[src/hw/rtl/pac_pkg.sv]
`timescale 1ns / 1ps
// ----------------------------------------------------------------------------
// pac_pkg: shared types and constants
// Register map, reset values, datapath widths and the command bundle passed
// from the sequencer to the datapath of the altitude controller.
// ----------------------------------------------------------------------------
package pac_pkg;

  localparam int HEIGHT_BITS_DEF = 12;

  localparam int GAIN_W  = 24;
  localparam int HALF_W  = 16;
  localparam int DUTY_W  = 7;
  localparam int SP_W    = 7;
  localparam int CFG_W   = 24;
  localparam int IDX_W   = 3;

  localparam int MUL_A_W = 33;
  localparam int MUL_B_W = 24;
  localparam int PROD_W  = MUL_A_W + MUL_B_W;
  localparam int ACC_W   = 64;
  localparam int DACC_W  = 68;
  localparam int SUM_W   = 48;
  localparam int LAST_W  = 16;
  localparam int DUTY_Q_W = ACC_W - 24;

  localparam logic signed [DACC_W-1:0] D_LIM = 68'sh0_4000_0000_0000_0000;

  localparam logic [GAIN_W-1:0] KP_RST     = 24'd32768;
  localparam logic [GAIN_W-1:0] KI_RST     = 24'd2621;
  localparam logic [GAIN_W-1:0] KD_RST     = 24'd45875;
  localparam logic [HALF_W-1:0] SCALE_RST  = 16'd3174;
  localparam logic [HALF_W-1:0] RATE_RST   = 16'd160;
  localparam logic [HALF_W-1:0] PERIOD_RST = 16'd410;
  localparam logic [DUTY_W-1:0] DMAX_RST   = 7'd75;
  localparam logic [DUTY_W-1:0] DMIN_RST   = 7'd20;

  typedef enum logic [IDX_W-1:0] {
    REG_KP     = 3'd0,
    REG_KI     = 3'd1,
    REG_KD     = 3'd2,
    REG_SCALE  = 3'd3,
    REG_RATE   = 3'd4,
    REG_PERIOD = 3'd5,
    REG_DMAX   = 3'd6,
    REG_DMIN   = 3'd7
  } reg_idx_e;

  typedef struct packed {
    logic [GAIN_W-1:0] gain_proportional;
    logic [GAIN_W-1:0] gain_integral;
    logic [GAIN_W-1:0] gain_derivative;
    logic [HALF_W-1:0] height_scale;
    logic [HALF_W-1:0] sample_rate;
    logic [HALF_W-1:0] sample_period;
    logic [DUTY_W-1:0] duty_max;
    logic [DUTY_W-1:0] duty_min;
  } cfg_t;

  typedef enum logic [2:0] {
    MS_P   = 3'd0,
    MS_IH  = 3'd1,
    MS_IL  = 3'd2,
    MS_D1  = 3'd3,
    MS_D2H = 3'd4,
    MS_D2L = 3'd5,
    MS_INT = 3'd6
  } mul_sel_e;

  typedef enum logic [2:0] {
    AO_NONE     = 3'd0,
    AO_LOAD_P   = 3'd1,
    AO_ADD_IH   = 3'd2,
    AO_ADD_IL   = 3'd3,
    AO_LOAD_D   = 3'd4,
    AO_ADD_D    = 3'd5,
    AO_ADD_DSAT = 3'd6
  } acc_op_e;

  typedef struct packed {
    logic     load;
    logic     mul_en;
    mul_sel_e mul_sel;
    acc_op_e  acc_op;
    logic     trunc;
    logic     clamp;
    logic     commit;
  } cmd_t;

endpackage

[src/hw/rtl/pac_cfg.sv]
`timescale 1ns / 1ps
// ----------------------------------------------------------------------------
// pac_cfg: configuration registers
// Write-only register file for gains, scaling and duty limits.
// ----------------------------------------------------------------------------
module pac_cfg import pac_pkg::*; (
  input  logic             clk_i,
  input  logic             rst_ni,
  input  logic             cfg_we_i,
  input  logic [IDX_W-1:0] cfg_idx_i,
  input  logic [CFG_W-1:0] cfg_wdata_i,
  output cfg_t             cfg_o
);

  cfg_t cfg_q, cfg_d;

  always_comb begin
    cfg_d = cfg_q;
    if (cfg_we_i) begin
      case (cfg_idx_i)
        REG_KP:     cfg_d.gain_proportional = cfg_wdata_i;
        REG_KI:     cfg_d.gain_integral     = cfg_wdata_i;
        REG_KD:     cfg_d.gain_derivative   = cfg_wdata_i;
        REG_SCALE:  cfg_d.height_scale      = cfg_wdata_i[HALF_W-1:0];
        REG_RATE:   cfg_d.sample_rate       = cfg_wdata_i[HALF_W-1:0];
        REG_PERIOD: cfg_d.sample_period     = cfg_wdata_i[HALF_W-1:0];
        REG_DMAX:   cfg_d.duty_max          = cfg_wdata_i[DUTY_W-1:0];
        REG_DMIN:   cfg_d.duty_min          = cfg_wdata_i[DUTY_W-1:0];
        default:    cfg_d = cfg_q;
      endcase
    end
  end

  always_ff @(posedge clk_i or negedge rst_ni) begin
    if (!rst_ni) begin
      cfg_q.gain_proportional <= KP_RST;
      cfg_q.gain_integral     <= KI_RST;
      cfg_q.gain_derivative   <= KD_RST;
      cfg_q.height_scale      <= SCALE_RST;
      cfg_q.sample_rate       <= RATE_RST;
      cfg_q.sample_period     <= PERIOD_RST;
      cfg_q.duty_max          <= DMAX_RST;
      cfg_q.duty_min          <= DMIN_RST;
    end else begin
      cfg_q <= cfg_d;
    end
  end

  assign cfg_o = cfg_q;

endmodule

[config.mk]
export PLATFORM = sky130hd
export DESIGN_NAME = pac_cfg
export DESIGN_NICKNAME = d
export VERILOG_FILES = /design/src/hw/rtl/pac_pkg.sv /design/src/hw/rtl/pac_cfg.sv
export SDC_FILE = /design/constraint.sdc
export NUM_CORES = 1
export LEC_CHECK = 0
export BUFFER_PORTS_ARGS = -buffer_cell sky130_fd_sc_hd__buf_2
export CAP_MARGIN = 20
export CORE_ASPECT_RATIO = 1.2
export CORE_MARGIN = 5
export CORE_UTILIZATION = 50
export CTS_BUF_LIST = sky130_fd_sc_hd__clkbuf_4
export DETAILED_ROUTE_END_ITERATION = 12
export GPL_TIMING_DRIVEN = 1
export PLACE_DENSITY = 0.76
export SLEW_MARGIN = 10
export SYNTH_ARGS = -nofsm -noshare
export SYNTH_HDL_FRONTEND = slang
export SYNTH_SLANG_ARGS = --single-unit
[constraint.sdc]
create_clock -name clk_i -period 1.7 [get_ports clk_i]
set_clock_uncertainty 0.2 [all_clocks]
set_input_delay 0.255 -clock clk_i [delete_from_list [all_inputs] [get_ports clk_i]]
set_output_delay 0.255 -clock clk_i [all_outputs]
set_load 0.02 [all_outputs]
# Word-level counts from Yosys, hierarchy flattened

Index checks and enable logic that the tools add are counted.

Register bits after elaboration: 134
Bits in latches: 0
Bits in writable memories: 0
Memory bits (read-only): 0
Input port bits: 30
Output and inout bits: 134
Memories kept: 0

Add/sub/neg operators: 0
$mul: 0
Divide/modulo/power cells: 0
$lt $le $gt $ge: 0
Equal/unequal tests: 7
Shift-type cells: 0
Mux-type cells: 0
Bitwise gates (word level): 0
Reductions and logical operators: 9

Operators with widths:

| kind               | number |
|---|---|
| $reduce_and 2->1   | 8 |
| $eq 3x3->1 const B | 4 |
| $eq 3x2->1 const B | 2 |
| $eq 3x1->1 const B | 1 |
| $logic_not 3->1    | 1 |

# Depth between registers and ports, before layout

Word-level depth: 2
Gate-level depth with buffers: 5

# Worst setup path before layout

No wires, ideal clock.

Path kind: in2reg
Start: input port cfg_idx_i[1]
End: register cfg_q (netlist bit cfg_o[121])
Library setup time: 0.125 ns
Arrival: 1.339 ns
Path slack: 0.036 ns
Cell stages on the path: 4
Path buffers: 2
Cell sequence: buf_4 nor4b_4 buf_6 mux2_4

Word-level cells in the longest chain between the ends: 2

Ends and longest elaborated chain:

| element                           | RTL line      | source |
|---|---|---|
| from (decl)                       | pac_cfg.sv:10 | `input logic [IDX_W-1:0] cfg_idx_i,` |
| $logic_not 3->1                   | pac_cfg.sv:20 | `case (cfg_idx_i)` |
| $reduce_and 2->1 (no source line) | --            |  |
| to (signal assigned)              | pac_cfg.sv:45 | `cfg_q <= cfg_d;` |
| to (decl)                         | pac_cfg.sv:15 | `cfg_t cfg_q, cfg_d;` |

Every way passes these cells.
A chain may end at the register's enable or synchronous reset.

# Final worst setup path

Start: register cfg_q (netlist bit cfg_o[15])
End: output port cfg_o[15] in the netlist's numbering

RTL lines:

| element   | RTL line      | source |
|---|---|---|
| to (decl) | pac_cfg.sv:12 | `output cfg_t cfg_o` |

No word-level cell between the ends.

==> impl_metrics.csv <==
group,metric,value,unit
synthesis,yosys.area.top_type_share,47.3,%
min_path,hp-class,"input pin to register",
die,start_util,51.5,%
die,die_width,103,µm
place,io_buffers,163,
die,io_pins,164,
global_routing,grt_pass1_wl,20500,µm
timing,relSlewSlack,69.0,%
pwr,combPwrFrac,31.2,%
pwr,switchingPower,0.00315,W
global_routing,grt_use_total,22.0,%
clock_tree,cts.sink_count,134,
setup_path,cp_cell_sequence,"buf_6",
cells_and_area,syn2layout_area_growth,37.9,%
setup_path,crit_path_end_kind,"output port",
clock_tree,cts_tree,"done",
global_routing,grt_pass1_vias,3734,
timing,hold_viol_final,0,
routing,drc,0,
die,row_count,40,
cells_and_area,drive_above_1_share,75.2,%
pwr,power,0.00959,W
routing,via_per_inst,5.13,
routing,wl_per_cell,19.8,µm
pwr,static-leakage-power,3.35,nW
place,place_hpwl,8770,µm
global_routing,antenna_found_initial,0,
synthesis,synth.yosys.seq_area_share,65.6,%
setup_path,critPathMaxStageDelay,560,ps
synthesis,yosys_warnings,0,
synthesis,syn_inst,292,
synthesis,ys_ff_latch,134,
pwr,intPower,0.00643,W
clock_tree,clock-root-buffer,"clkbuf_4",
status,status,"complete, no violations",
setup_path,required,1240,ps
synthesis,synthTopCellsByArea,"dfrtp_1 (47%), mux2_2 (27%), dfstp_2 (18%)",
setup_path,critPathBufInv,1,
cells_and_area,seq_area,0.00340,mm²
synthesis,synth_area,0.00518,mm²
routing,drt_iter0_markers,115,
setup_path,cp-start-kind,"register",
pwr,p_seq_share,46.3,%
die,coreArea,0.0101,mm²
clock_tree,clock_path_buffers,2,
setup_path,arrival,1210,ps
timing,setup_viol,0,
timing,fmax,601,MHz
setup_path,cp_top_family,"flip-flops",
flow_run,max_cap_viol_count,0,
cells_and_area,n_antenna_cell,0,
pwr,ir_worst_vdd,0.837,mV
pwr,power_density,1340,mW/mm²
die,dieArea,0.0125,mm²
cells_and_area,fin_util,71.0,%
cells_and_area,fill_cells,687,
synthesis,synth_top_area_cell,"dfrtp_1",
setup_path,path_max_fanout,2,
setup_path,cp_slowest_cell,"dfstp_2",
synthesis,synthDistinctLibCells,12,
pwr,swShare,32.9,%
global_routing,grt-ovfl-total,0,
clock_tree,cts_made_buffers,17,
synthesis,synth_nets,322,
cells_and_area,stdcell_area,0.00714,mm²
routing,num_vias,3316,
clock_tree,clk_latency,510,ps
die,die_y,122,µm
timing,drv_slew,0,
place,globalplace.congestion,0.776,
timing,rsz0062_at_grt,"yes",
routing,wirelength,12800,µm
global_routing,grt_max_degree,38,
timing,worst_slew_pin_slew,463,ps
timing,fin_setup_tns,0,ps
cells_and_area,nets,537,
routing,ant_nets,0,
synthesis,avgSynthCellArea,17.7,µm²
timing,period_minus_slack,1660,ps
routing,drt_pre_antenna_iters,4,
clock_tree,clkTransAtPathRegs,120,ps
clock_tree,h-tree-depth,4,
setup_path,crit_type,"register to output port",
cells_and_area,multiInputGateArea,0.00169,mm²
timing,min_period_over_period,97.9,%
place,place_area,0.00634,mm²
pwr,clock_power_share,22.4,%
cells_and_area,largest_reg_flops,134,
power groups by stage:
| stage | logic [W] | clock network (W) | registers, W |
|---|---|---|---|
| after floorplan | 0.000720 | 0 | 0.00532 |
| after detailed placement | 0.00274 | 0 | 0.00444 |
| after global routing | 0.00318 | 0.00237 | 0.00453 |
| after CTS | 0.00301 | 0.00221 | 0.00444 |
| after global placement | 0.00268 | 0 | 0.00440 |
| final | 0.00300 | 0.00215 | 0.00444 |
through the flow:
step / instances / setup slack [ps] / hold WS (ps)
after floorplan: 292 / 36.0 / -241
after global placement: 585 / -79.5 / 3.42
after detailed placement: 585 / -66.0 / 1.82
after CTS: 644 / -17.1 / 24.0
after global routing: 646 / -56.8 / 44.6
final: 646 / 36.4 / 91.2
final timing paths:
kind / cells past startpoint / startpoint / slack, ps / to
max: 1 / cfg_o[15] / 40 / cfg_o[15]
min: 3 / cfg_we_i / 90 / cfg_o[17]
max reg2reg: 2 / cfg_o[52] / 660 / cfg_o[52]
min reg2reg: 1 / cfg_o[38] / 310 / cfg_o[38]
max in group asynchronous: 3 / rst_ni / 170 / cfg_o[9]
min in group asynchronous: 2 / rst_ni / 210 / cfg_o[47]
cell type report:
type	instances	area share, %
clock buffer	18	1.89
tap	126	2.21
clock inverter	14	2.24
multi-input combinational	142	23.7
sequential	134	47.6
timing repair buffer	212	22.4
logic make-up after synthesis:
group | share of synthesized area [%]
buffers and inverters | 2.66
DFF | 65.6
muxes | 29.8
and+or+nand+nor | 1.91
repair_timing:
| item | CTS | global route |
|---|---|---|
| setup endpoints to repair | 36 | 36 |
| gates cloned | 0 | 0 |
| buffers inserted | 1 | 2 |
| hold endpoints to repair | 268 | 0 |
| gates resized for setup | 70 | 2 |
| hold buffers | 26 | 0 |
cells in the mapped netlist:
master / count
nand4b_2: 2
mux2_2: 124
mux2_4: 10
dfstp_2: 36
nand4b_1: 1
buf_4: 3
dfrtp_1: 98
buf_2: 5
nand4_1: 1
nor4b_4: 1
buf_6: 8
nor4bb_1: 3
routing by layer:
metal / vias up / track usage, % / wire [µm]
met5: - / 0 / 0
met1: 1708 / 25.3 / 4720
met3: 21 / 7.42 / 832
met4: 0 / 7.53 / 208
met2: 101 / 38.0 / 7050
li1: 1486 / - / -
cell usage in the layout, fill, tap and decap left out:
| cell type | instances |
|---|---|
| nor4bb_4 | 3 |
| dfrtp_1 | 98 |
| dfstp_2 | 36 |
| clkinv_2 | 2 |
| buf_6 | 36 |
| clkbuf_4 | 18 |
| clkinv_4 | 3 |
| clkinv_1 | 3 |
| clkinvlp_4 | 3 |
| buf_12 | 10 |
| nand4b_1 | 1 |
| dlygate4sd3_1 | 26 |
| buf_4 | 14 |
| nand4_1 | 1 |
| mux2_4 | 10 |
| mux2_2 | 124 |
| buf_2 | 126 |
| nor4b_4 | 1 |
| bufinv_16 | 3 |
| nand4b_2 | 2 |
No activity file was read; power rests on OpenSTA's default activity.
