[config.mk]
export PLATFORM = sky130hd
export DESIGN_NAME = pac_ctrl
export DESIGN_NICKNAME = d
export VERILOG_FILES = /design/src/hw/rtl/pac_pkg.sv /design/src/hw/rtl/pac_ctrl.sv
export SDC_FILE = /design/constraint.sdc
export NUM_CORES = 1
export LEC_CHECK = 0
export BUFFER_PORTS_ARGS = -buffer_cell sky130_fd_sc_hd__buf_4
export CORE_MARGIN = 2
export CORE_UTILIZATION = 45
export CTS_BUF_LIST = sky130_fd_sc_hd__clkbuf_8
export DETAILED_ROUTE_END_ITERATION = 8
export HOLD_SLACK_MARGIN = 0.1
export PLACE_DENSITY_LB_ADDON = 0.15
export SLEW_MARGIN = 20
export SYNTH_ARGS = -nofsm -noshare
export SYNTH_HDL_FRONTEND = slang
export SYNTH_SLANG_ARGS = --single-unit
export TNS_END_PERCENT = 100
[constraint.sdc]
create_clock -name clk_i -period 2.32 [get_ports clk_i]
set_input_delay 0.232 -clock clk_i [delete_from_list [all_inputs] [get_ports clk_i]]
set_output_delay 0.232 -clock clk_i [all_outputs]
set_load 0.05 [all_outputs]
[src/hw/rtl/pac_pkg.sv]
`timescale 1ns / 1ps
// ----------------------------------------------------------------------------
// pac_pkg: shared types and constants
// Register map, reset values, datapath widths and the command bundle passed
// from the sequencer to the datapath of the altitude controller.
// ----------------------------------------------------------------------------
package pac_pkg;

  localparam int HEIGHT_BITS_DEF = 12;

  localparam int GAIN_W  = 24;
  localparam int HALF_W  = 16;
  localparam int DUTY_W  = 7;
  localparam int SP_W    = 7;
  localparam int CFG_W   = 24;
  localparam int IDX_W   = 3;

  localparam int MUL_A_W = 33;
  localparam int MUL_B_W = 24;
  localparam int PROD_W  = MUL_A_W + MUL_B_W;
  localparam int ACC_W   = 64;
  localparam int DACC_W  = 68;
  localparam int SUM_W   = 48;
  localparam int LAST_W  = 16;
  localparam int DUTY_Q_W = ACC_W - 24;

  localparam logic signed [DACC_W-1:0] D_LIM = 68'sh0_4000_0000_0000_0000;

  localparam logic [GAIN_W-1:0] KP_RST     = 24'd32768;
  localparam logic [GAIN_W-1:0] KI_RST     = 24'd2621;
  localparam logic [GAIN_W-1:0] KD_RST     = 24'd45875;
  localparam logic [HALF_W-1:0] SCALE_RST  = 16'd3174;
  localparam logic [HALF_W-1:0] RATE_RST   = 16'd160;
  localparam logic [HALF_W-1:0] PERIOD_RST = 16'd410;
  localparam logic [DUTY_W-1:0] DMAX_RST   = 7'd75;
  localparam logic [DUTY_W-1:0] DMIN_RST   = 7'd20;

  typedef enum logic [IDX_W-1:0] {
    REG_KP     = 3'd0,
    REG_KI     = 3'd1,
    REG_KD     = 3'd2,
    REG_SCALE  = 3'd3,
    REG_RATE   = 3'd4,
    REG_PERIOD = 3'd5,
    REG_DMAX   = 3'd6,
    REG_DMIN   = 3'd7
  } reg_idx_e;

  typedef struct packed {
    logic [GAIN_W-1:0] gain_proportional;
    logic [GAIN_W-1:0] gain_integral;
    logic [GAIN_W-1:0] gain_derivative;
    logic [HALF_W-1:0] height_scale;
    logic [HALF_W-1:0] sample_rate;
    logic [HALF_W-1:0] sample_period;
    logic [DUTY_W-1:0] duty_max;
    logic [DUTY_W-1:0] duty_min;
  } cfg_t;

  typedef enum logic [2:0] {
    MS_P   = 3'd0,
    MS_IH  = 3'd1,
    MS_IL  = 3'd2,
    MS_D1  = 3'd3,
    MS_D2H = 3'd4,
    MS_D2L = 3'd5,
    MS_INT = 3'd6
  } mul_sel_e;

  typedef enum logic [2:0] {
    AO_NONE     = 3'd0,
    AO_LOAD_P   = 3'd1,
    AO_ADD_IH   = 3'd2,
    AO_ADD_IL   = 3'd3,
    AO_LOAD_D   = 3'd4,
    AO_ADD_D    = 3'd5,
    AO_ADD_DSAT = 3'd6
  } acc_op_e;

  typedef struct packed {
    logic     load;
    logic     mul_en;
    mul_sel_e mul_sel;
    acc_op_e  acc_op;
    logic     trunc;
    logic     clamp;
    logic     commit;
  } cmd_t;

endpackage

[src/hw/rtl/pac_ctrl.sv]
`timescale 1ns / 1ps
// ----------------------------------------------------------------------------
// pac_ctrl: sequencer
// One-hot state machine that steps the datapath through the PID terms and
// owns the request handshakes on both streams.
// ----------------------------------------------------------------------------
module pac_ctrl import pac_pkg::*; (
  input  logic clk_i,
  input  logic rst_ni,
  input  logic s_axis_tvalid,
  output logic s_axis_tready,
  output logic m_axis_tvalid,
  input  logic m_axis_tready,
  output cmd_t cmd_o
);

  typedef enum logic [11:0] {
    ST_IDLE  = 12'h001,
    ST_MP    = 12'h002,
    ST_MIH   = 12'h004,
    ST_MIL   = 12'h008,
    ST_MD1   = 12'h010,
    ST_MD2H  = 12'h020,
    ST_MD2L  = 12'h040,
    ST_DADD  = 12'h080,
    ST_DSAT  = 12'h100,
    ST_TRUNC = 12'h200,
    ST_CLAMP = 12'h400,
    ST_DONE  = 12'h800
  } ctrl_state_e;

  ctrl_state_e state_q, state_d;
  logic        valid_q, valid_d;
  logic        slot_free;

  assign slot_free     = !valid_q || m_axis_tready;
  assign s_axis_tready = (state_q == ST_IDLE);
  assign m_axis_tvalid = valid_q;

  always_comb begin
    state_d        = state_q;
    cmd_o          = '0;
    cmd_o.mul_sel  = MS_P;
    cmd_o.acc_op   = AO_NONE;
    case (state_q)
      ST_IDLE: begin
        if (s_axis_tvalid) begin
          cmd_o.load = 1'b1;
          state_d    = ST_MP;
        end
      end
      ST_MP: begin
        cmd_o.mul_en  = 1'b1;
        cmd_o.mul_sel = MS_P;
        state_d       = ST_MIH;
      end
      ST_MIH: begin
        cmd_o.mul_en  = 1'b1;
        cmd_o.mul_sel = MS_IH;
        cmd_o.acc_op  = AO_LOAD_P;
        state_d       = ST_MIL;
      end
      ST_MIL: begin
        cmd_o.mul_en  = 1'b1;
        cmd_o.mul_sel = MS_IL;
        cmd_o.acc_op  = AO_ADD_IH;
        state_d       = ST_MD1;
      end
      ST_MD1: begin
        cmd_o.mul_en  = 1'b1;
        cmd_o.mul_sel = MS_D1;
        cmd_o.acc_op  = AO_ADD_IL;
        state_d       = ST_MD2H;
      end
      ST_MD2H: begin
        cmd_o.mul_en  = 1'b1;
        cmd_o.mul_sel = MS_D2H;
        state_d       = ST_MD2L;
      end
      ST_MD2L: begin
        cmd_o.mul_en  = 1'b1;
        cmd_o.mul_sel = MS_D2L;
        cmd_o.acc_op  = AO_LOAD_D;
        state_d       = ST_DADD;
      end
      ST_DADD: begin
        cmd_o.mul_en  = 1'b1;
        cmd_o.mul_sel = MS_INT;
        cmd_o.acc_op  = AO_ADD_D;
        state_d       = ST_DSAT;
      end
      ST_DSAT: begin
        cmd_o.acc_op = AO_ADD_DSAT;
        state_d      = ST_TRUNC;
      end
      ST_TRUNC: begin
        cmd_o.trunc = 1'b1;
        state_d     = ST_CLAMP;
      end
      ST_CLAMP: begin
        cmd_o.clamp = 1'b1;
        state_d     = ST_DONE;
      end
      ST_DONE: begin
        if (slot_free) begin
          cmd_o.commit = 1'b1;
          state_d      = ST_IDLE;
        end
      end
      default: begin
        state_d = ST_IDLE;
      end
    endcase
  end

  always_comb begin
    valid_d = valid_q;
    if (cmd_o.commit) begin
      valid_d = 1'b1;
    end else if (m_axis_tready) begin
      valid_d = 1'b0;
    end
  end

  always_ff @(posedge clk_i or negedge rst_ni) begin
    if (!rst_ni) begin
      state_q <= ST_IDLE;
      valid_q <= 1'b0;
    end else begin
      state_q <= state_d;
      valid_q <= valid_d;
    end
  end

  a_accept_starts: assert property (@(posedge clk_i) disable iff (!rst_ni)
    s_axis_tvalid && s_axis_tready |=> state_q == ST_MP)
    else $error("accepted request did not start the sequence");

  a_result_from_done: assert property (@(posedge clk_i) disable iff (!rst_ni)
    $rose(valid_q) |-> $past(state_q == ST_DONE))
    else $error("result appeared outside the final step");

  a_no_overwrite: assert property (@(posedge clk_i) disable iff (!rst_ni)
    state_q == ST_DONE && valid_q && !m_axis_tready |=> state_q == ST_DONE && valid_q)
    else $error("pending result overwritten");

  a_done_emits: assert property (@(posedge clk_i) disable iff (!rst_ni)
    state_q == ST_DONE && !valid_q |=> state_q == ST_IDLE && valid_q)
    else $error("free output slot not filled");

endmodule

# Word-level counts from Yosys, hierarchy flattened
# Index checks and enable logic that the tools add are counted.
classes:
  n_eq_ne: 14
  n_mux: 13
  n_reduce_logical: 4
ops:
  columns: ["op", "n"]
  rows:
  - ["$pmux 12 s12", 1]
  - ["$pmux 4 s7", 1]
  - ["$mux 12", 2]
  - ["$pmux 3 s6", 1]
  - ["$eq 12x1->1 const B", 1]
  - ["$eq 12x10->1 const B", 1]
  - ["$eq 12x11->1 const B", 1]
  - ["$eq 12x12->1 const B", 1]
  - ["$eq 12x2->1 const B", 1]
  - ["$eq 12x3->1 const B", 1]
  - ["$eq 12x4->1 const B", 1]
  - ["$eq 12x5->1 const B", 1]
  - ["$eq 12x6->1 const B", 1]
  - ["$eq 12x7->1 const B", 1]
  - ["$eq 12x8->1 const B", 1]
  - ["$eq 12x9->1 const B", 1]
  - ["$mux 1", 8]
  - ["$ne 2x2->1 const B", 2]
  - ["$reduce_and 2->1", 1]
  - ["$reduce_bool 2->1", 1]
  - ["$logic_not 1->1", 1]
  - ["$logic_or 1x1->1", 1]
totals:
  register_bits: 13
  in_bits: 4
  out_inout_bits: 13

# Logic depth before layout (Yosys ltp)
# Gate-level depths: netlist (run 1).
logic_depth:
  ltp_word: 5
  mapped_depth: 7
  mapped_depth_nobuf: 5

# Least setup slack after synthesis (run 1)
# OpenSTA, ideal clock, no wires.
synth_path:
  path_type: "register to output"
  start: "register state_q[4]"
  end: "output port cmd_o[5] (netlist bit)"
  arrival_time_ns: 2.488
  required_ns: 2.088
  setup_slack_ns: -0.400
  path_stages_with_launch: 5
  cell_sequence: "dfrtp_1 buf_6 nor3_4 nand2_1 nor4b_1"
synth_rtl:
  columns: ["item", "line_no", "text"]
  rows:
  - ["start, declared", "pac_ctrl.sv:32", "ctrl_state_e state_q, state_d;"]
  - ["start signal, assigned", "pac_ctrl.sv:130", "state_q <= state_d;"]
  - ["end, declared", "pac_ctrl.sv:14", "output cmd_t cmd_o"]

==> reports/qor.txt, run 1 <==
Distinct cells, synth: 31
Fin. max-slew vios: 0
Ratio of cells with drive above 1 in the final layout: 0.295
Worst path arrival time: 2000 ps
Total global-route track usage: 0.184
Sequential area share after synthesis: 0.412
CTS Buf Count: 3
Register clock-pin slew on the reported worst setup and hold paths: 60 ps
Setup total negative slack: 0 ps
Crit path required time: 2090 ps
Status: finished clean
Min-Delay Path Class: in -> reg
Layout Area Growth over Synthesis: 27.1%
WP buf/inv: 1
Net Count, Synth: 90
I/O Buffers: 16
Worst path depth: 5
Clk buf depth: 2
Via Count: 669
Synthesized flop and latch total: 13
Min Tclk post-route: 2230 ps
Simple-gate portion of the synthesized area: 0.355
Vias in the first global route: 595
FMAX: 448 MHz
Post-route ant nets: 0
DP Cell Count: 116
Mux contribution to synthesized area: 0
RSZ-0062 raised after global routing: no
Min-delay src: m_axis_tready
Final setup fails: 0
Skew final: 2.43 ps
Syn. warnings: 0
VDD IR max: 0.839 mV
Crit. End Element: output pin
Worst path cell trace: nor3_4 > nand4_2 > or4b_4 > nand2_1 > buf_4
Gr ovfl total: 0
Synthesized cell area: 793 sq um
Die width: 46.0 um
Initial drt markers: 14
Die area: 2110 sq um
Period utilization: 0.962
Total core area: 1690 sq um
Final hold violations: 0
Fin nets: 110
Xor and xnor area share after synthesis: 0.0552
Clk_lat worst skew: 240 ps
Synth Area in Adders: 0
Mapped Avg Cell Area: 9.22 sq um
Cell family with most CP delay: simple AND/OR/NAND/NOR gates
Largest net degree at the start of global routing: 14
Diode count: 0
Global-route wire length before repair: 2.73 mm
Num rows: 15
Mapped Cells: 86
Height of the chip: 46.0 um
R2R Path End: state_q[8]
CTS sink cnt: 13
Max-Cap Viols: 0
FILL cells: 146
Vias per inst: 5.48
WL final: 1.73 mm
Leakage: 0.517 nW
Effective utilization at floorplan: 0.470
DRC: 0
Max-slew headroom: 0.703
Total Power: 0.944 mW
CTS Root Buffer Type: clkbuf_8
Non-Filler Instances: 122
Area of the multi-input gates: 452 sq um
R2R Path Start: state_q[2]
CP startpoint kind: flip-flop
TritonRoute pass-1 iters: 4
Crit-path slowest cell: or4b_4
Power Dens Cells: 936 nW/um^2
Max FO, Critical Path: 7
CTS H-Tree Depth: 1
Register area: 327 sq um
WL/cell: 14.2 um
Worst R2R Path Depth: 4
Kind of critical path: reg -> out
CTS tree: yes
Compound-gate portion of the synthesized area: 0.115
Hold slack: 194 ps
Hpwl dp: 1.22 mm
Initial antenna violation count: 0
Hold EP: m_axis_tvalid
WHS Path Cells: 2
RePlAce Congestion: 0.824
R2R Setup Slk: 690 ps
Biggest cell delay along the critical path: 550 ps
Ports: 17
Largest family of logic cells by synthesized area: simple AND/OR/NAND/NOR gates
Worst-margin pin slew: 440 ps
area by class of cell:
type,instances,area share
Clock inverter,1,0.00372
Sequential cell,13,0.324
Timing Repair Buffer,19,0.144
Clock buffer,3,0.0409
Tap cell,17,0.0211
Inverter,5,0.0186
Multi-Input combinational cell,64,0.448
registers in the layout, indices dropped and copies added (netlist names):
register,count
m_axis_tvalid,1
state_q,12
worst max path at each step:
stage	from	end	slack (ps)
global placement	state_q[10]	cmd_o[7]	350
CTS	state_q[10]	cmd_o[7]	50
detailed placement	state_q[10]	cmd_o[7]	330
finish	state_q[2]	cmd_o[7]	90
global route	state_q[2]	cmd_o[7]	2
floorplan	state_q[4]	cmd_o[4]	8
synth_stat cells:
library cell | count | area, sq um
a21o_1 | 1 | 7.51
a21oi_1 | 2 | 10.0
and2_1 | 3 | 18.8
and3_1 | 1 | 6.26
and3b_1 | 1 | 8.76
and4b_1 | 2 | 20.0
buf_2 | 1 | 5.00
buf_4 | 2 | 15.0
buf_6 | 1 | 11.3
dfrtp_1 | 12 | 300
dfstp_2 | 1 | 26.3
inv_1 | 5 | 18.8
nand2_1 | 8 | 30.0
nand2b_1 | 3 | 18.8
nand3_1 | 2 | 10.0
nand3b_1 | 2 | 15.0
nand4_2 | 1 | 12.5
nor2_1 | 4 | 15.0
nor2b_1 | 1 | 6.26
nor3_1 | 4 | 20.0
nor3_2 | 1 | 10.0
nor3_4 | 1 | 16.3
nor3b_1 | 2 | 15.0
nor4_1 | 3 | 18.8
nor4b_1 | 3 | 26.3
o21a_1 | 1 | 7.51
o21ai_0 | 10 | 50.1
o311ai_0 | 1 | 8.76
o31ai_1 | 1 | 7.51
or4b_4 | 1 | 13.8
xor2_1 | 5 | 43.8
cells by family after synthesis:
logic type | count (synthesis)
AO/OA/AOI/OAI | 16
XOR/XNOR | 5
buffers and inverters | 9
flip-flops | 13
AND/OR/NAND/NOR | 43
routing by layer:
metal  track usage  routed length, um
met5             0                  0
met4        0.0800                 19
met3        0.0437                 99
met2         0.256                812
met1         0.269                803
repair_timing:
action	CTS	global route
hold endpoints to repair	13	0
setup buffers	0	1
hold buffers	1	0
gates resized for setup	0	4
setup endpoints to repair	0	6
placed cells by master, fill, tap and decap left out, types with 3 or more instances in the layout:
cell	n
dfrtp_1	12
and2_1	3
nor2_1	4
clkbuf_8	3
nand2b_1	3
xor2_1	5
o21ai_0	10
inv_1	6
nand2_1	8
buf_4	18
through the flow:
step	cell area, sq um	utilization	worst slack [ps]
final	1010	0.597	88.0
after global routing	1010	0.597	2.14
after CTS	978	0.579	53.6
after detailed placement	923	0.547	325
after global placement	923	0.547	347
after floorplan	806	-	7.77
where the power goes:
group	total [mW]	internal [mW]	switching, mW
clock network	0.197	0.117	0.0805
registers	0.302	0.258	0.0444
logic	0.444	0.164	0.281
No activity file was read; power rests on OpenSTA's default activity.
==> inputs of run 2 (changes only) <==
Settings changed: CAP_MARGIN set to 25, CORE_ASPECT_RATIO set to 1.2.
==> reports/qor.txt, run 2 (synthesized netlist as in run 1, its figures left out) <==
Status: finished clean (unchanged)
WP buf/inv: 1 (unchanged)
CP startpoint kind: flip-flop (unchanged)
Post-Layout Inst Area: 998 sq um (was 1010 sq um)
Cell family with most CP delay: simple AND/OR/NAND/NOR gates (unchanged)
Worst-margin pin slew: 428 ps (was 440 ps)
Worst path cell trace: nor3_4 > nand4_2 > or4b_4 > nand2_1 > buf_4 (unchanged)
CTS H-Tree Depth: 1 (unchanged)
Fin nets: 110 (unchanged)
Met2 usage: 0.285 (was 0.256)
Num rows: 16 (was 15)
VDD IR max: 0.719 mV (was 0.839 mV)
Worst path arrival time: 1970 ps (was 2000 ps)
Global-route wire length before repair: 2.76 mm (was 2.73 mm)
Skew final: 1.94 ps (was 2.43 ps)
Die area: 2120 sq um (was 2110 sq um)
CTS Buf Count: 3 (unchanged)
Grt peak-use layer: met2 (was met1)
Initial drt markers: 8 (was 14)
Fin. max-slew vios: 0 (unchanged)
Power Dens Cells: 926 nW/um^2 (was 936 nW/um^2)
Gr ovfl total: 0 (unchanged)
Largest net degree at the start of global routing: 14 (unchanged)
Crit. End Element: output pin (unchanged)
TritonRoute pass-1 iters: 4 (unchanged)
DRC: 0 (unchanged)
Post-route ant nets: 0 (unchanged)
Vias per inst: 5.45 (was 5.48)
Effective utilization at floorplan: 0.483 (was 0.470)
Height of the chip: 50.0 um (was 46.0 um)
Crit path required time: 2090 ps (about the same)
Via Count: 670 (was 669)
RePlAce Congestion: 0.735 (was 0.824)
Initial antenna violation count: 0 (unchanged)
Utilization after layout: 0.608 (was 0.597)
Vias in the first global route: 637 (was 595)
Largest Register: state_q (unchanged)
Area after DPL: 925 sq um (was 923 sq um)
Total global-route track usage: 0.174 (was 0.184)
Leakage: 0.512 nW (was 0.517 nW)
Max-slew headroom: 0.711 (was 0.703)
CTS Root Buffer Type: clkbuf_8 (unchanged)
Register clock-pin slew on the reported worst setup and hold paths: 50 ps (was 60 ps)
Hpwl dp: 1.23 mm (was 1.22 mm)
Leading cell type in the layout, fill and taps excluded: buf_4 (unchanged)
Final setup fails: 0 (unchanged)
Clk_lat worst skew: 240 ps (about the same)
Hold slack: 199 ps (was 194 ps)
Kind of critical path: reg -> out (unchanged)
Die width: 42.3 um (was 46.0 um)
Commonest cells after routing, fill and taps aside: 18 x buf_4, 12 x dfrtp_1, 10 x o21ai_0, 8 x nand2_1, 6 x inv_1 (unchanged)
GRT met1 Usage: 0.220 (was 0.269)
CTS tree: yes (unchanged)
I/O Buffers: 16 (unchanged)
Met3 Usage GRT: 0.0220 (was 0.0437)
Max FFs per register: 12 (unchanged)
FMAX: 454 MHz (was 448 MHz)
Crit-path slowest cell: or4b_4 (unchanged)
Period utilization: 0.950 (was 0.962)
Biggest cell delay along the critical path: 550 ps (about the same)
Total core area: 1640 sq um (was 1690 sq um)
CTS sink cnt: 13 (unchanged)
WL final: 1.66 mm (was 1.73 mm)
WL/cell: 13.5 um (was 14.2 um)
Min Tclk post-route: 2200 ps (was 2230 ps)
Clk buf depth: 2 (unchanged)
Final hold violations: 0 (unchanged)
Ratio of cells with drive above 1 in the final layout: 0.276 (was 0.295)
Diode count: 0 (unchanged)
Max-Cap Viols: 0 (unchanged)
Ports: 17 (unchanged)
Max FO, Critical Path: 7 (unchanged)
Layout Area Growth over Synthesis: 25.9% (was 27.1%)
Total Power: 0.925 mW (was 0.944 mW)
Min-Delay Path Class: in -> reg (unchanged)
FILL cells: 144 (was 146)
-- run 2: cell types whose count changed in the layout (fill, tap and decap cells not counted) --
cell,change
nor4_2,-1
nor4_1,+1
nor3_1,+1
nor3_2,-1
-- run 2: final timing paths --
check / start / end / slack (ps) / depth (start not counted)
max: state_q[10] / cmd_o[7] / 120 / 5
min: m_axis_tready / m_axis_tvalid / 200 / 2
max reg2reg: state_q[10] / state_q[8] / 740 / 4
min reg2reg: m_axis_tvalid / m_axis_tvalid / 570 / 2
max in group asynchronous: rst_ni / state_q[0] / 1700 / 2
min in group asynchronous: rst_ni / state_q[5] / 380 / 2
-- run 2: per-stage QoR --
| stage | std cells | setup slack, ps | TNS, ps |
|---|---|---|---|
| 5_1_grt | 123 | -3.72 | -3.72 |
| 6_report | 123 | 116 | 0 |
| 4_1_cts | 122 | 43.5 | 0 |
| 3_5_place_dp | 117 | 306 | 0 |
| 2_1_floorplan | 86 | 7.77 | 0 |
| 3_3_place_gp | 117 | 343 | 0 |
-- run 2: layout make-up --
type                    instances  area [sq um]  share of cell area
multi-input cells              64           440               0.441
flip-flops and latches         13           327               0.327
clock inverters                 1          3.75             0.00376
inverters                       5          18.8              0.0188
clock buffers                   3          41.3              0.0414
well taps                      18          22.5              0.0226
repair buffers                 19           145               0.145
-- run 2: timing repair --
| item | in CTS | in global routing |
|---|---|---|
| buffers inserted | 0 | 1 |
| hold buffers | 1 | 0 |
| endpoints found under the hold margin | 13 | 0 |
| gates resized for setup | 0 | 2 |
| endpoints found under the setup margin | 0 | 6 |
-- run 2: where the power goes --
| part | leakage [nW] | internal (mW) | switching, mW |
|---|---|---|---|
| Clock | 0.0269 | 0.117 | 0.0793 |
| Combinational | 0.308 | 0.158 | 0.274 |
| Sequential | 0.177 | 0.258 | 0.0393 |
| Total | 0.512 | 0.533 | 0.392 |
-- run 2: worst register-to-register path: stages (launching register included) --
cell and delay (ps):
dfrtp_1 460, nor3_4 300, nand4_2 160, or4b_4 550, inv_1 60
-- run 2: routing by layer --
metal,up-vias,wire length [um]
li1,342,-
met1,310,761
met2,14,808
met3,4,59
met4,0,26
met5,-,0
==> inputs of run 3 (changes only) <==
Settings changed: BUFFER_PORTS_ARGS -buffer_cell sky130_fd_sc_hd__buf_4 to -buffer_cell sky130_fd_sc_hd__buf_2.
==> reports/qor.txt, run 3 (synthesized netlist as in run 1, its figures left out) <==
Status: finished clean (unchanged)
Final setup fails: 0 (unchanged)
FMAX: 450 MHz (was 454 MHz)
Kind of critical path: reg -> out (unchanged)
Vias in the first global route: 589 (was 637)
Initial antenna violation count: 0 (unchanged)
Gr ovfl total: 0 (unchanged)
Worst-margin pin slew: 396 ps (was 428 ps)
WL final: 1.62 mm (was 1.66 mm)
Num rows: 16 (unchanged)
CP startpoint kind: flip-flop (unchanged)
Largest Register: state_q (unchanged)
Total global-route track usage: 0.160 (was 0.174)
Ratio of cells with drive above 1 in the final layout: 0.299 (was 0.276)
Setup total negative slack: 0 ps (unchanged)
Vias per inst: 5.52 (was 5.45)
Initial drt markers: 8 (unchanged)
Hpwl dp: 1.21 mm (was 1.23 mm)
CTS H-Tree Depth: 1 (unchanged)
Power Dens Cells: 933 nW/um^2 (was 926 nW/um^2)
Skew final: 3.71 ps (was 1.94 ps)
Fin nets: 112 (was 110)
I/O Buffers: 16 (unchanged)
Diode count: 0 (unchanged)
Total core area: 1640 sq um (unchanged)
Clk_lat worst skew: 240 ps (about the same)
Layout Area Growth over Synthesis: 24.1% (was 25.9%)
CTS Root Buffer Type: clkbuf_8 (unchanged)
Commonest cells after routing, fill and taps aside: 14 x buf_2, 12 x dfrtp_1, 10 x o21ai_0, 8 x nand2_1, 6 x inv_1 (was 18 x buf_4, 12 x dfrtp_1, 10 x o21ai_0, 8 x nand2_1, 6 x inv_1)
RSZ-0062 raised after global routing: no
Leakage: 0.520 nW (was 0.512 nW)
CTS Buf Count: 3 (unchanged)
Total Power: 0.918 mW (was 0.925 mW)
Min Tclk post-route: 2220 ps (was 2200 ps)
Crit path required time: 2090 ps (about the same)
Die area: 2120 sq um (unchanged)
CTS sink cnt: 13 (unchanged)
Max FFs per register: 12 (unchanged)
Max-Cap Viols: 0 (unchanged)
Ports: 17 (unchanged)
Post-route ant nets: 0 (unchanged)
RePlAce Congestion: 0.769 (was 0.735)
Leading cell type in the layout, fill and taps excluded: buf_2 (was buf_4)
DRC: 0 (unchanged)
Global-route wire length before repair: 2.58 mm (was 2.76 mm)
CTS tree: yes (unchanged)
WL/cell: 13.0 um (was 13.5 um)
Crit. End Element: output pin (unchanged)
Clk buf depth: 2 (unchanged)
Final hold violations: 0 (unchanged)
Via Count: 690 (was 670)
Min-Delay Path Class: in -> reg (unchanged)
VDD IR max: 0.658 mV (was 0.719 mV)
Max-slew headroom: 0.733 (was 0.711)
Effective utilization at floorplan: 0.483 (unchanged)
Period utilization: 0.958 (was 0.950)
Hold slack: 207 ps (was 199 ps)
Max FO, Critical Path: 6 (was 7)
Die width: 42.3 um (unchanged)
Largest net degree at the start of global routing: 14 (unchanged)
TritonRoute pass-1 iters: 4 (unchanged)
Register clock-pin slew on the reported worst setup and hold paths: 50 ps (about the same)
Worst path arrival time: 1990 ps (was 1970 ps)
Height of the chip: 50.0 um (unchanged)
Fin. max-slew vios: 0 (unchanged)
## run 3: what timing repair did
action,4_1_cts,5_1_grt
hold buffers,1,0
gates resized for setup,1,4
pin swaps,1,2
endpoints found under the setup margin,2,4
endpoints found under the hold margin,12,0
setup buffers,0,3
## run 3: layout make-up
class	instances	area (sq um)
clock buffers	3	41.3
clock inverters	1	3.75
fillers	148	657
inverters	5	18.8
multi-input cells	64	447
flip-flops and latches	13	327
well taps	18	22.5
repair buffers	21	125
## run 3: worst paths after layout
kind                       slack [ps]  cells after the start            end     startpoint
max in group asynchronous        1620                      2     state_q[0]         rst_ni
setup / recovery                  100                      5       cmd_o[7]     state_q[3]
setup reg to reg                  750                      4     state_q[8]     state_q[3]
hold reg to reg                   560                      2  m_axis_tvalid  m_axis_tvalid
hold / removal                    210                      2  m_axis_tvalid  m_axis_tready
min in group asynchronous         410                      2     state_q[7]         rst_ni
## run 3: per-stage QoR
stage                     std cells   util  instance area [sq um]  setup slack, ps
final                           125  0.600                    985             97.9
after global routing            125  0.600                    985             2.16
after CTS                       122  0.576                    946             18.5
after detailed placement        117  0.539                    885              242
after global placement          117  0.539                    885              272
after floorplan                  86      -                    806             7.77
## run 3: power breakdown
part           internal (mW)  switching (mW)
registers              0.258          0.0430
logic                  0.150           0.273
clock network          0.117          0.0770
## run 3: layer usage
| metal | vias to the layer above | wire [um] | part of all wire | GRT usage |
|---|---|---|---|---|
| met3 | 2 | 43 | 0.027 | 0.0220 |
| li1 | 347 | - | - | - |
| met2 | 14 | 787 | 0.49 | 0.264 |
| met4 | 0 | 9 | 0.0056 | 0.0625 |
| met5 | - | 0 | 0 | 0 |
| met1 | 327 | 779 | 0.48 | 0.209 |
## run 3: worst max-delay path, stage by stage, from the launching register on
cell	delay [ps]
dfrtp_1	470
nor3_4	280
nand4_2	150
or4b_4	550
nand2_1	80
clkbuf_4	220
